### src/sv/leb_pkg.sv
// Package for the line edit buffer: key codes, command and state types.
// Used by leb_front, leb_queue, leb_back, the top level and the testbench; depends on nothing.

package leb_pkg;

  localparam int LINE_CAPACITY_DEF = 64;
  localparam int QUEUE_DEPTH       = 2;

  localparam logic [7:0] KEY_PREFIX = 8'd224;
  localparam logic [7:0] KEY_ESC    = 8'd27;
  localparam logic [7:0] KEY_BACK   = 8'd8;
  localparam logic [7:0] EXT_LEFT   = 8'd75;
  localparam logic [7:0] EXT_RIGHT  = 8'd77;
  localparam logic [7:0] EXT_INSERT = 8'd82;
  localparam logic [7:0] EXT_DELETE = 8'd83;
  localparam logic [7:0] PRINT_LOW  = 8'd32;
  localparam logic [7:0] PRINT_HIGH = 8'd126;

  typedef enum logic [2:0] {
    OP_NONE,
    OP_LEFT,
    OP_RIGHT,
    OP_TOGGLE,
    OP_DELETE,
    OP_BACK,
    OP_TYPE,
    OP_EMIT
  } op_t;

  typedef struct packed {
    op_t        op;
    logic [7:0] ch;
  } cmd_t;

  typedef enum logic [2:0] {
    S_IDLE,
    S_INS_RD,
    S_INS_WR,
    S_DEL_RD,
    S_DEL_WR,
    S_EM_RD,
    S_EM_OUT,
    S_STATUS
  } state_t;

endpackage

### src/sv/leb_front.sv
// Front end of the line edit buffer: accepts key bytes and turns them into commands.
// Tracks the extended-key prefix. Depends on leb_pkg.

module leb_front (
  input  logic              clk,
  input  logic              rst,
  input  logic              s_tvalid,
  output logic              s_tready,
  input  logic [7:0]        s_tdata,   // key_byte[7:0]
  input  logic              push_ready,
  output logic              push_valid,
  output leb_pkg::cmd_t     push_cmd
);

  logic prefix;
  logic prefix_next;
  logic accept;

  assign s_tready   = push_ready;
  assign push_valid = s_tvalid;
  assign accept     = s_tvalid && push_ready;

  always_comb begin
    push_cmd.ch = s_tdata;
    push_cmd.op = leb_pkg::OP_NONE;
    prefix_next = prefix;
    if (prefix) begin
      prefix_next = 1'b0;
      case (s_tdata)
        leb_pkg::EXT_LEFT:   push_cmd.op = leb_pkg::OP_LEFT;
        leb_pkg::EXT_RIGHT:  push_cmd.op = leb_pkg::OP_RIGHT;
        leb_pkg::EXT_INSERT: push_cmd.op = leb_pkg::OP_TOGGLE;
        leb_pkg::EXT_DELETE: push_cmd.op = leb_pkg::OP_DELETE;
        default:             push_cmd.op = leb_pkg::OP_NONE;
      endcase
    end else if (s_tdata == leb_pkg::KEY_PREFIX) begin
      prefix_next = 1'b1;
    end else if (s_tdata == leb_pkg::KEY_ESC) begin
      push_cmd.op = leb_pkg::OP_EMIT;
    end else if (s_tdata == leb_pkg::KEY_BACK) begin
      push_cmd.op = leb_pkg::OP_BACK;
    end else if (s_tdata >= leb_pkg::PRINT_LOW && s_tdata <= leb_pkg::PRINT_HIGH) begin
      push_cmd.op = leb_pkg::OP_TYPE;
    end
  end

  always_ff @(posedge clk) begin
    if (rst) begin
      prefix <= 1'b0;
    end else if (accept) begin
      prefix <= prefix_next;
    end
  end

endmodule

### src/sv/leb_queue.sv
// Command queue between front and back end of the line edit buffer.
// Small register FIFO of leb_pkg::cmd_t words. Depends on leb_pkg.

module leb_queue (
  input  logic          clk,
  input  logic          rst,
  input  logic          push_valid,
  output logic          push_ready,
  input  leb_pkg::cmd_t push_cmd,
  output logic          pop_valid,
  input  logic          pop,
  output leb_pkg::cmd_t pop_cmd
);

  localparam int DEPTH = leb_pkg::QUEUE_DEPTH;
  localparam int PTR_W = (DEPTH > 1) ? $clog2(DEPTH) : 1;
  localparam int CNT_W = $clog2(DEPTH + 1);
  localparam logic [PTR_W-1:0] LAST_PTR = PTR_W'(DEPTH - 1);
  localparam logic [CNT_W-1:0] FULL_CNT = CNT_W'(DEPTH);

  leb_pkg::cmd_t    entry [DEPTH];
  logic [PTR_W-1:0] wr_ptr;
  logic [PTR_W-1:0] rd_ptr;
  logic [CNT_W-1:0] count;
  logic             do_push;
  logic             do_pop;

  assign push_ready = (count != FULL_CNT);
  assign pop_valid  = (count != '0);
  assign pop_cmd    = entry[rd_ptr];
  assign do_push    = push_valid && push_ready;
  assign do_pop     = pop && pop_valid;

  always_ff @(posedge clk) begin
    if (do_push) begin
      entry[wr_ptr] <= push_cmd;
    end
  end

  always_ff @(posedge clk) begin
    if (rst) begin
      wr_ptr <= '0;
      rd_ptr <= '0;
      count  <= '0;
    end else begin
      if (do_push) begin
        wr_ptr <= (wr_ptr == LAST_PTR) ? '0 : wr_ptr + 1'b1;
      end
      if (do_pop) begin
        rd_ptr <= (rd_ptr == LAST_PTR) ? '0 : rd_ptr + 1'b1;
      end
      if (do_push && !do_pop) begin
        count <= count + 1'b1;
      end else if (do_pop && !do_push) begin
        count <= count - 1'b1;
      end
    end
  end

endmodule

### src/sv/leb_back.sv
// Back end of the line edit buffer: line store, cursor, length, mode, result register.
// Executes queued commands, shifting the store one entry per step. Depends on leb_pkg.

module leb_back #(
  parameter int LINE_CAPACITY = leb_pkg::LINE_CAPACITY_DEF
) (
  input  logic          clk,
  input  logic          rst,
  input  logic          q_valid,
  output logic          q_pop,
  input  leb_pkg::cmd_t q_cmd,
  output logic          m_tvalid,
  input  logic          m_tready,
  output logic [23:0]   m_tdata,   // char_out[7:0], cursor_pos[14:8],
                                   // line_length[21:15], shift_insert[22], zero[23]
  output logic          m_tlast,   // is_last
  output logic [0:0]    m_tuser    // line_char_valid[0]
);

  localparam int IW = (LINE_CAPACITY > 1) ? $clog2(LINE_CAPACITY) : 1;
  localparam int PW = $clog2(LINE_CAPACITY + 1);
  localparam logic [PW-1:0] CAP = PW'(LINE_CAPACITY);

  logic [7:0] line_store [LINE_CAPACITY];
  logic [7:0] rdata;

  leb_pkg::state_t state, state_next;
  logic [PW-1:0] cursor, cursor_next;
  logic [PW-1:0] length, length_next;
  logic          ins_mode, ins_mode_next;
  logic [PW-1:0] j, j_next;
  logic [PW-1:0] emit_len, emit_len_next;
  logic [7:0]    ch_hold, ch_hold_next;
  logic [PW-1:0] j_inc;
  logic [PW-1:0] j_dec;

  logic          we;
  logic [IW-1:0] waddr;
  logic [7:0]    wdata;
  logic          re;
  logic [IW-1:0] raddr;

  logic          slot_free;
  logic          load;
  logic [7:0]    ld_char;
  logic          ld_cv;
  logic          ld_last;

  logic [7:0] out_char;
  logic [6:0] out_cur;
  logic [6:0] out_len;
  logic       out_mode;
  logic       out_cv;
  logic       out_last;

  assign j_inc     = j + 1'b1;
  assign j_dec     = j - 1'b1;
  assign slot_free = !m_tvalid || m_tready;

  always_ff @(posedge clk) begin
    if (we) begin
      line_store[waddr] <= wdata;
    end
    if (re) begin
      rdata <= line_store[raddr];
    end
  end

  always_ff @(posedge clk) begin
    if (rst) begin
      state    <= leb_pkg::S_IDLE;
      cursor   <= '0;
      length   <= '0;
      ins_mode <= 1'b1;
      j        <= '0;
      emit_len <= '0;
    end else begin
      state    <= state_next;
      cursor   <= cursor_next;
      length   <= length_next;
      ins_mode <= ins_mode_next;
      j        <= j_next;
      emit_len <= emit_len_next;
    end
  end

  always_ff @(posedge clk) begin
    ch_hold <= ch_hold_next;
  end

  always_comb begin
    state_next    = state;
    cursor_next   = cursor;
    length_next   = length;
    ins_mode_next = ins_mode;
    j_next        = j;
    emit_len_next = emit_len;
    ch_hold_next  = ch_hold;
    q_pop   = 1'b0;
    we      = 1'b0;
    waddr   = '0;
    wdata   = ch_hold;
    re      = 1'b0;
    raddr   = '0;
    load    = 1'b0;
    ld_char = '0;
    ld_cv   = 1'b0;
    ld_last = 1'b1;
    case (state)
      leb_pkg::S_IDLE: begin
        if (q_valid) begin
          q_pop        = 1'b1;
          ch_hold_next = q_cmd.ch;
          state_next   = leb_pkg::S_STATUS;
          case (q_cmd.op)
            leb_pkg::OP_LEFT: begin
              if (cursor != '0) cursor_next = cursor - 1'b1;
            end
            leb_pkg::OP_RIGHT: begin
              if (cursor < length) cursor_next = cursor + 1'b1;
            end
            leb_pkg::OP_TOGGLE: begin
              ins_mode_next = !ins_mode;
            end
            leb_pkg::OP_DELETE: begin
              if (cursor < length) begin
                j_next     = cursor;
                state_next = leb_pkg::S_DEL_RD;
              end
            end
            leb_pkg::OP_BACK: begin
              if (cursor != '0) begin
                cursor_next = cursor - 1'b1;
                j_next      = cursor - 1'b1;
                state_next  = leb_pkg::S_DEL_RD;
              end
            end
            leb_pkg::OP_TYPE: begin
              if (ins_mode) begin
                if (length < CAP) begin
                  j_next     = length;
                  state_next = leb_pkg::S_INS_RD;
                end
              end else if (cursor < CAP) begin
                we    = 1'b1;
                waddr = cursor[IW-1:0];
                wdata = q_cmd.ch;
                if (cursor == length) length_next = length + 1'b1;
                cursor_next = cursor + 1'b1;
              end
            end
            leb_pkg::OP_EMIT: begin
              cursor_next   = '0;
              length_next   = '0;
              emit_len_next = length;
              j_next        = '0;
              if (length != '0) state_next = leb_pkg::S_EM_RD;
            end
            default: ;
          endcase
        end
      end
      leb_pkg::S_INS_RD: begin
        if (j > cursor) begin
          re         = 1'b1;
          raddr      = j_dec[IW-1:0];
          state_next = leb_pkg::S_INS_WR;
        end else begin
          we          = 1'b1;
          waddr       = cursor[IW-1:0];
          wdata       = ch_hold;
          cursor_next = cursor + 1'b1;
          length_next = length + 1'b1;
          state_next  = leb_pkg::S_STATUS;
        end
      end
      leb_pkg::S_INS_WR: begin
        we         = 1'b1;
        waddr      = j[IW-1:0];
        wdata      = rdata;
        j_next     = j_dec;
        state_next = leb_pkg::S_INS_RD;
      end
      leb_pkg::S_DEL_RD: begin
        if (j_inc < length) begin
          re         = 1'b1;
          raddr      = j_inc[IW-1:0];
          state_next = leb_pkg::S_DEL_WR;
        end else begin
          length_next = length - 1'b1;
          state_next  = leb_pkg::S_STATUS;
        end
      end
      leb_pkg::S_DEL_WR: begin
        we         = 1'b1;
        waddr      = j[IW-1:0];
        wdata      = rdata;
        j_next     = j_inc;
        state_next = leb_pkg::S_DEL_RD;
      end
      leb_pkg::S_EM_RD: begin
        re         = 1'b1;
        raddr      = j[IW-1:0];
        state_next = leb_pkg::S_EM_OUT;
      end
      leb_pkg::S_EM_OUT: begin
        if (slot_free) begin
          load       = 1'b1;
          ld_char    = rdata;
          ld_cv      = 1'b1;
          ld_last    = (j_inc == emit_len);
          j_next     = j_inc;
          state_next = (j_inc == emit_len) ? leb_pkg::S_IDLE : leb_pkg::S_EM_RD;
        end
      end
      leb_pkg::S_STATUS: begin
        if (slot_free) begin
          load       = 1'b1;
          state_next = leb_pkg::S_IDLE;
        end
      end
      default: state_next = leb_pkg::S_IDLE;
    endcase
  end

  always_ff @(posedge clk) begin
    if (rst) begin
      m_tvalid <= 1'b0;
    end else if (load) begin
      m_tvalid <= 1'b1;
    end else if (m_tready) begin
      m_tvalid <= 1'b0;
    end
  end

  always_ff @(posedge clk) begin
    if (load) begin
      out_char <= ld_char;
      out_cv   <= ld_cv;
      out_last <= ld_last;
      out_cur  <= 7'(cursor);
      out_len  <= 7'(length);
      out_mode <= ins_mode;
    end
  end

  assign m_tdata = {1'b0, out_mode, out_len, out_cur, out_char};
  assign m_tlast = out_last;
  assign m_tuser = out_cv;

endmodule

### src/sv/line_edit_buffer.sv
// Top level of the line edit buffer: front end, command queue, back end.
// Depends on leb_pkg, leb_front, leb_queue and leb_back.

// Key bytes enter on the s_ group, one per word; every byte gives one status word on the
// m_ group, except Escape on a non-empty line, which gives one word per line character
// with tlast on the final one. A two-entry command queue lets bytes be accepted while the
// editor works. The single-port line store sets the timing. A cursor move, mode toggle,
// overwrite or ignored byte shifts nothing in the store; an insert, delete or backspace
// moves each character past the edit point by one entry, with a read and then a write,
// and Escape reads each character before it loads its word. Every byte also passes
// through the queue, and the back end waits while the m_ side holds tready low. The
// line store needs no clearing after reset.

module line_edit_buffer #(
  parameter int LINE_CAPACITY = leb_pkg::LINE_CAPACITY_DEF
) (
  input  logic        clk,
  input  logic        rst,
  input  logic        s_tvalid,
  output logic        s_tready,
  input  logic [7:0]  s_tdata,   // key_byte[7:0]
  output logic        m_tvalid,
  input  logic        m_tready,
  output logic [23:0] m_tdata,   // char_out[7:0], cursor_pos[14:8],
                                 // line_length[21:15], shift_insert[22], zero[23]
  output logic        m_tlast,   // is_last
  output logic [0:0]  m_tuser    // line_char_valid[0]
);

  logic          push_valid;
  logic          push_ready;
  leb_pkg::cmd_t push_cmd;
  logic          pop_valid;
  logic          pop;
  leb_pkg::cmd_t pop_cmd;

  leb_front u_front (
    .clk        (clk),
    .rst        (rst),
    .s_tvalid   (s_tvalid),
    .s_tready   (s_tready),
    .s_tdata    (s_tdata),
    .push_ready (push_ready),
    .push_valid (push_valid),
    .push_cmd   (push_cmd)
  );

  leb_queue u_queue (
    .clk        (clk),
    .rst        (rst),
    .push_valid (push_valid),
    .push_ready (push_ready),
    .push_cmd   (push_cmd),
    .pop_valid  (pop_valid),
    .pop        (pop),
    .pop_cmd    (pop_cmd)
  );

  leb_back #(
    .LINE_CAPACITY (LINE_CAPACITY)
  ) u_back (
    .clk      (clk),
    .rst      (rst),
    .q_valid  (pop_valid),
    .q_pop    (pop),
    .q_cmd    (pop_cmd),
    .m_tvalid (m_tvalid),
    .m_tready (m_tready),
    .m_tdata  (m_tdata),
    .m_tlast  (m_tlast),
    .m_tuser  (m_tuser)
  );

endmodule

### config.mk
export PLATFORM = sky130hd
export DESIGN_NAME = line_edit_buffer
export DESIGN_NICKNAME = d
export VERILOG_FILES = /design/src/sv/leb_pkg.sv /design/src/sv/leb_front.sv /design/src/sv/leb_queue.sv /design/src/sv/leb_back.sv /design/src/sv/line_edit_buffer.sv
export SDC_FILE = /design/constraint.sdc
export NUM_CORES = 1
export LEC_CHECK = 0
export ABC_AREA = 1
export BUFFER_PORTS_ARGS = -buffer_cell sky130_fd_sc_hd__buf_4
export CAP_MARGIN = 20
export CORE_MARGIN = 2
export CORE_UTILIZATION = 30
export CTS_BUF_LIST = sky130_fd_sc_hd__clkbuf_4
export DETAILED_ROUTE_END_ITERATION = 6
export HOLD_SLACK_MARGIN = 0.05
export PLACE_DENSITY = 0.56
export SLEW_MARGIN = 25
export SYNTH_ARGS = -nofsm -noshare
export SYNTH_HDL_FRONTEND = slang
export SYNTH_SLANG_ARGS = --single-unit
### constraint.sdc
create_clock -name clk -period 4 [get_ports clk]
set_clock_uncertainty 0.2 [all_clocks]
set_input_delay 1 -clock clk [delete_from_list [all_inputs] [get_ports clk]]
set_output_delay 1 -clock clk [all_outputs]
set_load 0.01 [all_outputs]
==> summary.txt <==
Critical path
  – CP startpoint: u_back.j[0]
  – Crit path DAT: 4.47 ns
  – Slowest CP cell: inv_2
  – Setup Crit Path Kind: flop to flop
  – Max FO, Critical Path: 19
  – Setup crit end kind: flop
  – FF-to-FF Start: u_back.j[0]
  – Crit path buffers/inverters: 5
  – Delay-heaviest family, CP: simple AND/OR/NAND/NOR gates
  – Crit-path most repeated cell: nand2_1
  – CP Launch Type: flop
  – Cells along the critical path: buf_6 > nand4_1 > nor2_2 > xor2_1 > inv_1 > ha_1 > nand2_1 > nor2_1 > nand2_1 > nand3_2 > inv_2 > nand2_1 > nand3_2 > inv_2 > buf_4 > nand3_1 > nand3_1 > nand3_1 > nand2_1 > nand2_1 > nand2_1
  – Worst path max stage delay: 0.37 ns
  – Critical Path RT: 4.66 ns

Global routing
  – Total gr overflow: 0
  – Number of antenna violations at the first check in global routing: 1
  – Vias in the first global route: 20080
  – First-pass GRT wire length: approximately 120 mm
  – Tot GR Track Use: 0.1692
  – Pin count of the biggest net entering global routing: 82

Yosys
  – Synth Area in XOR/XNOR: 0.008081
  – Syn Area/Cell: 10.94 um2
  – Warnings from Yosys: 0
  – Area share of and/or/nand/nor cells after synthesis: 0.2302
  – Adder-Cell Fraction of Synth Area: 0.01247
  – Synthesized net count: roughly 2500
  – Mapped Area: around 27000 um2
  – Synth Area in Compound Gates: 0.03449
  – Cells after Synth: 2476
  – Post-synth top area share: 0.6372
  – Flops & latches, synth: 614
  – EDFF count, synth: 575
  – Largest family of logic cells by synthesized area: simple AND/OR/NAND/NOR gates
  – Top FF cell, synth: edfxtp_1
  – Post-synth ARST share: 0
  – Sequential fraction of the synthesis area: 0.6660
  – Cell accounting for the most synthesized area: edfxtp_1
  – Synth unique cells: 54
  – Area contributors post-synth: edfxtp_1 64%, nand3_1 9.4%, nand2_1 7.8%, dfxtp_1 2.9%, nand4_1 2.8%
  – Mux contribution to synthesized area: 0.002955

Drt
  – Top sig layer: met4
  – Routed wire per std cell: 20.06 um
  – Via-to-Cell Ratio: just over 5
  – Met3 Wirelength: 5.576 mm
  – Initial DRC Count: 1880
  – Post-DRT Antenna Nets: 0
  – Drt drc: 0
  – Met2 wire len: 39.10 mm
  – Via count: 20580
  – WL met1: 34.12 mm
  – Final wirelength: 80.83 mm
  – Drt first pass iters: 5

Placed design
  – IO Port Bufs: 38
  – HPWL after detailed placement: 48.24 mm
  – Place WS: about 0.17 ns
  – Post-DP Area: approximately 30000 um2
  – Placed insts: around 3700
  – Gpl congestion: 0.8564

Timing
  – Max frequency: 263.0 MHz
  – Slew margin rel.: 0.3204
  – Max-slew violation count: 0
  – RSZ-0062 raised after global routing: true
  – Final Critical Period: 3.802 ns
  – Setup ws final: 0.1982 ns
  – Final Hold Viols: 0
  – Final setup fails: 0
  – Actual slew at the worst max-slew pin: roughly 1.0 ns
  – Period utilisation layout: 0.9504

Clocking
  – CTS buffer count: 159
  – Later-pin clock latency in the skew report: 1.00 ns
  – Root Driver: clkbuf_4
  – H-tree level count: 4
  – Clk sinks: 614
  – Maximum buffer depth of the clock tree: 3
  – Clk slew on worst S/H paths: 0.06 ns
  – CTS tree: yes

Die
  – Core ar.: 89740 um2
  – DIE HEIGHT: 304.5 um
  – Row count: 110
  – I/O Pins: 40
  – Starting Density: 0.3020
  – Die width: approximately 300 um
  – DIE AREA: 92740 um2

Power
  – Peak VDD IR: 727.7 uV
  – Pwr per Cell Area: about 800 nW/um2
  – P_leak: 12.01 nW

Hold path
  – Hold wc startpoint: u_queue.rd_ptr
  – HP Class: flop to flop

Layout
  – # nets final: 2773
  – Non-filler instance count after layout: approximately 4000
  – Fraction of layout cells with a size suffix above 1: 0.1876
  – Syn-to-layout area delta: 19.10%
  – Final instance area: 32270 um2

Run status
  – Status: finished, final reports clean

Job
  – MaxCap Viol Count: 0
==> placed cells by master (no fill, tap or decap), drive strengths merged, types with 2 or more instances in the layout <==
cell type,count
nand4,122
nor2,154
nand2,568
clkinvlp,3
o21ai,56
or2,2
o211a,2
xor2,19
mux2i,8
o31ai,2
edfxtp,575
ha,27
inv,134
a211oi,5
dfxtp,39
o22ai,13
clkbuf,229
dlygate4sd3,9
nor3,18
buf,224
clkinv,47
xnor2,6
a21oi,51
o221ai,13
nand3,511
==> registers in the layout (all words and copies together) (netlist names), 2 cells and up, named ones only <==
signal and flops:
u_back.out_cur 7, u_back.cursor 7, u_back.rdata 8, u_back.line_store 512, u_back.length 7, u_back.emit_len 7, u_back.j 7, u_back.state 3
u_queue.count 2, u_queue.entry 22, u_back.out_char 8, u_back.ch_hold 8, u_back.out_len 7
==> repair_timing <==
action	in CTS	in global routing
buffers inserted	0	6
endpoints found under the setup margin	0	24
endpoints found under the hold margin	22	0
hold buffers	9	0
gates resized for setup	0	15
==> cells in the mapped netlist, types with 2 or more instances <==
cell type,count
edfxtp_1,575
nand2_1,562
nand3_1,509
nor2_1,148
nand4_1,121
inv_1,118
o21ai_0,54
buf_2,53
a21oi_1,51
clkbuf_1,44
dfxtp_1,39
ha_1,27
buf_4,24
xor2_1,19
nor3_1,14
o221ai_1,12
buf_1,11
buf_6,9
o22ai_1,9
inv_2,8
mux2i_1,8
nand2_2,6
xnor2_1,6
a211oi_1,5
nor2_2,4
o22ai_2,4
clkinv_1,3
nor3_2,3
nand3_2,2
nor2_4,2
o211a_1,2
o31ai_1,2
==> final timing paths <==
kind / end / slack, ns / cells after the start
worst max-delay path: u_back.rdata[6] / 0.20 / 21
worst min-delay path: flop / 0.26 / 1
worst max register to register: u_back.rdata[6] / 0.20 / 21
worst min register to register: flop / 0.26 / 1
==> metal layers <==
metal  track usage  vias up
met5             0        -
met4       0.06367        0
met3       0.03282      132
met2        0.2787      822
met1        0.2207    10110
li1              -     9509
==> power by group <==
part / switching, mW / internal [mW] / leakage, nW
clock network: 2.64 / 2.62 / 1.16
registers: 0.229 / 8.93 / 5.54
logic: 7.59 / 3.09 / 5.31
total: 10.5 / 14.6 / 12.0
==> cell type report <==
cell class              count  area, um2
diodes                      1      2.502
clock buffers             224       1682
clock inverters            55      286.5
fillers                  8999      57460
inverters                 129      484.2
multi-input cells        1592       8048
flip-flops and latches    614      18050
well taps                1176       1471
repair buffers            238       2251
==> stage by stage <==
stage	power, mW	setup TNS [ns]	hold slack [ns]	util
after floorplan	15.18	0	0.2064	-
after global placement	19.45	0	0.2370	0.3336
after detailed placement	19.52	0	0.2528	0.3336
after CTS	24.83	0	0.1608	0.3565
after global routing	26.48	-0.1056	0.2789	0.3596
final	25.11	0	0.2610	0.3596
==> kinds of logic (layout without fill, tap and decap cells) <==
kind of cell,Yosys count,after routing
AOI/OAI and AO/OA,153,153
xor gates and xnor gates,25,25
adders and majority gates,27,27
buffers and inverters,270,646
DFF,614,614
muxes,8,8
other,1,2
and+or+nand+nor,1378,1378
No activity file was read; power rests on OpenSTA's default activity.
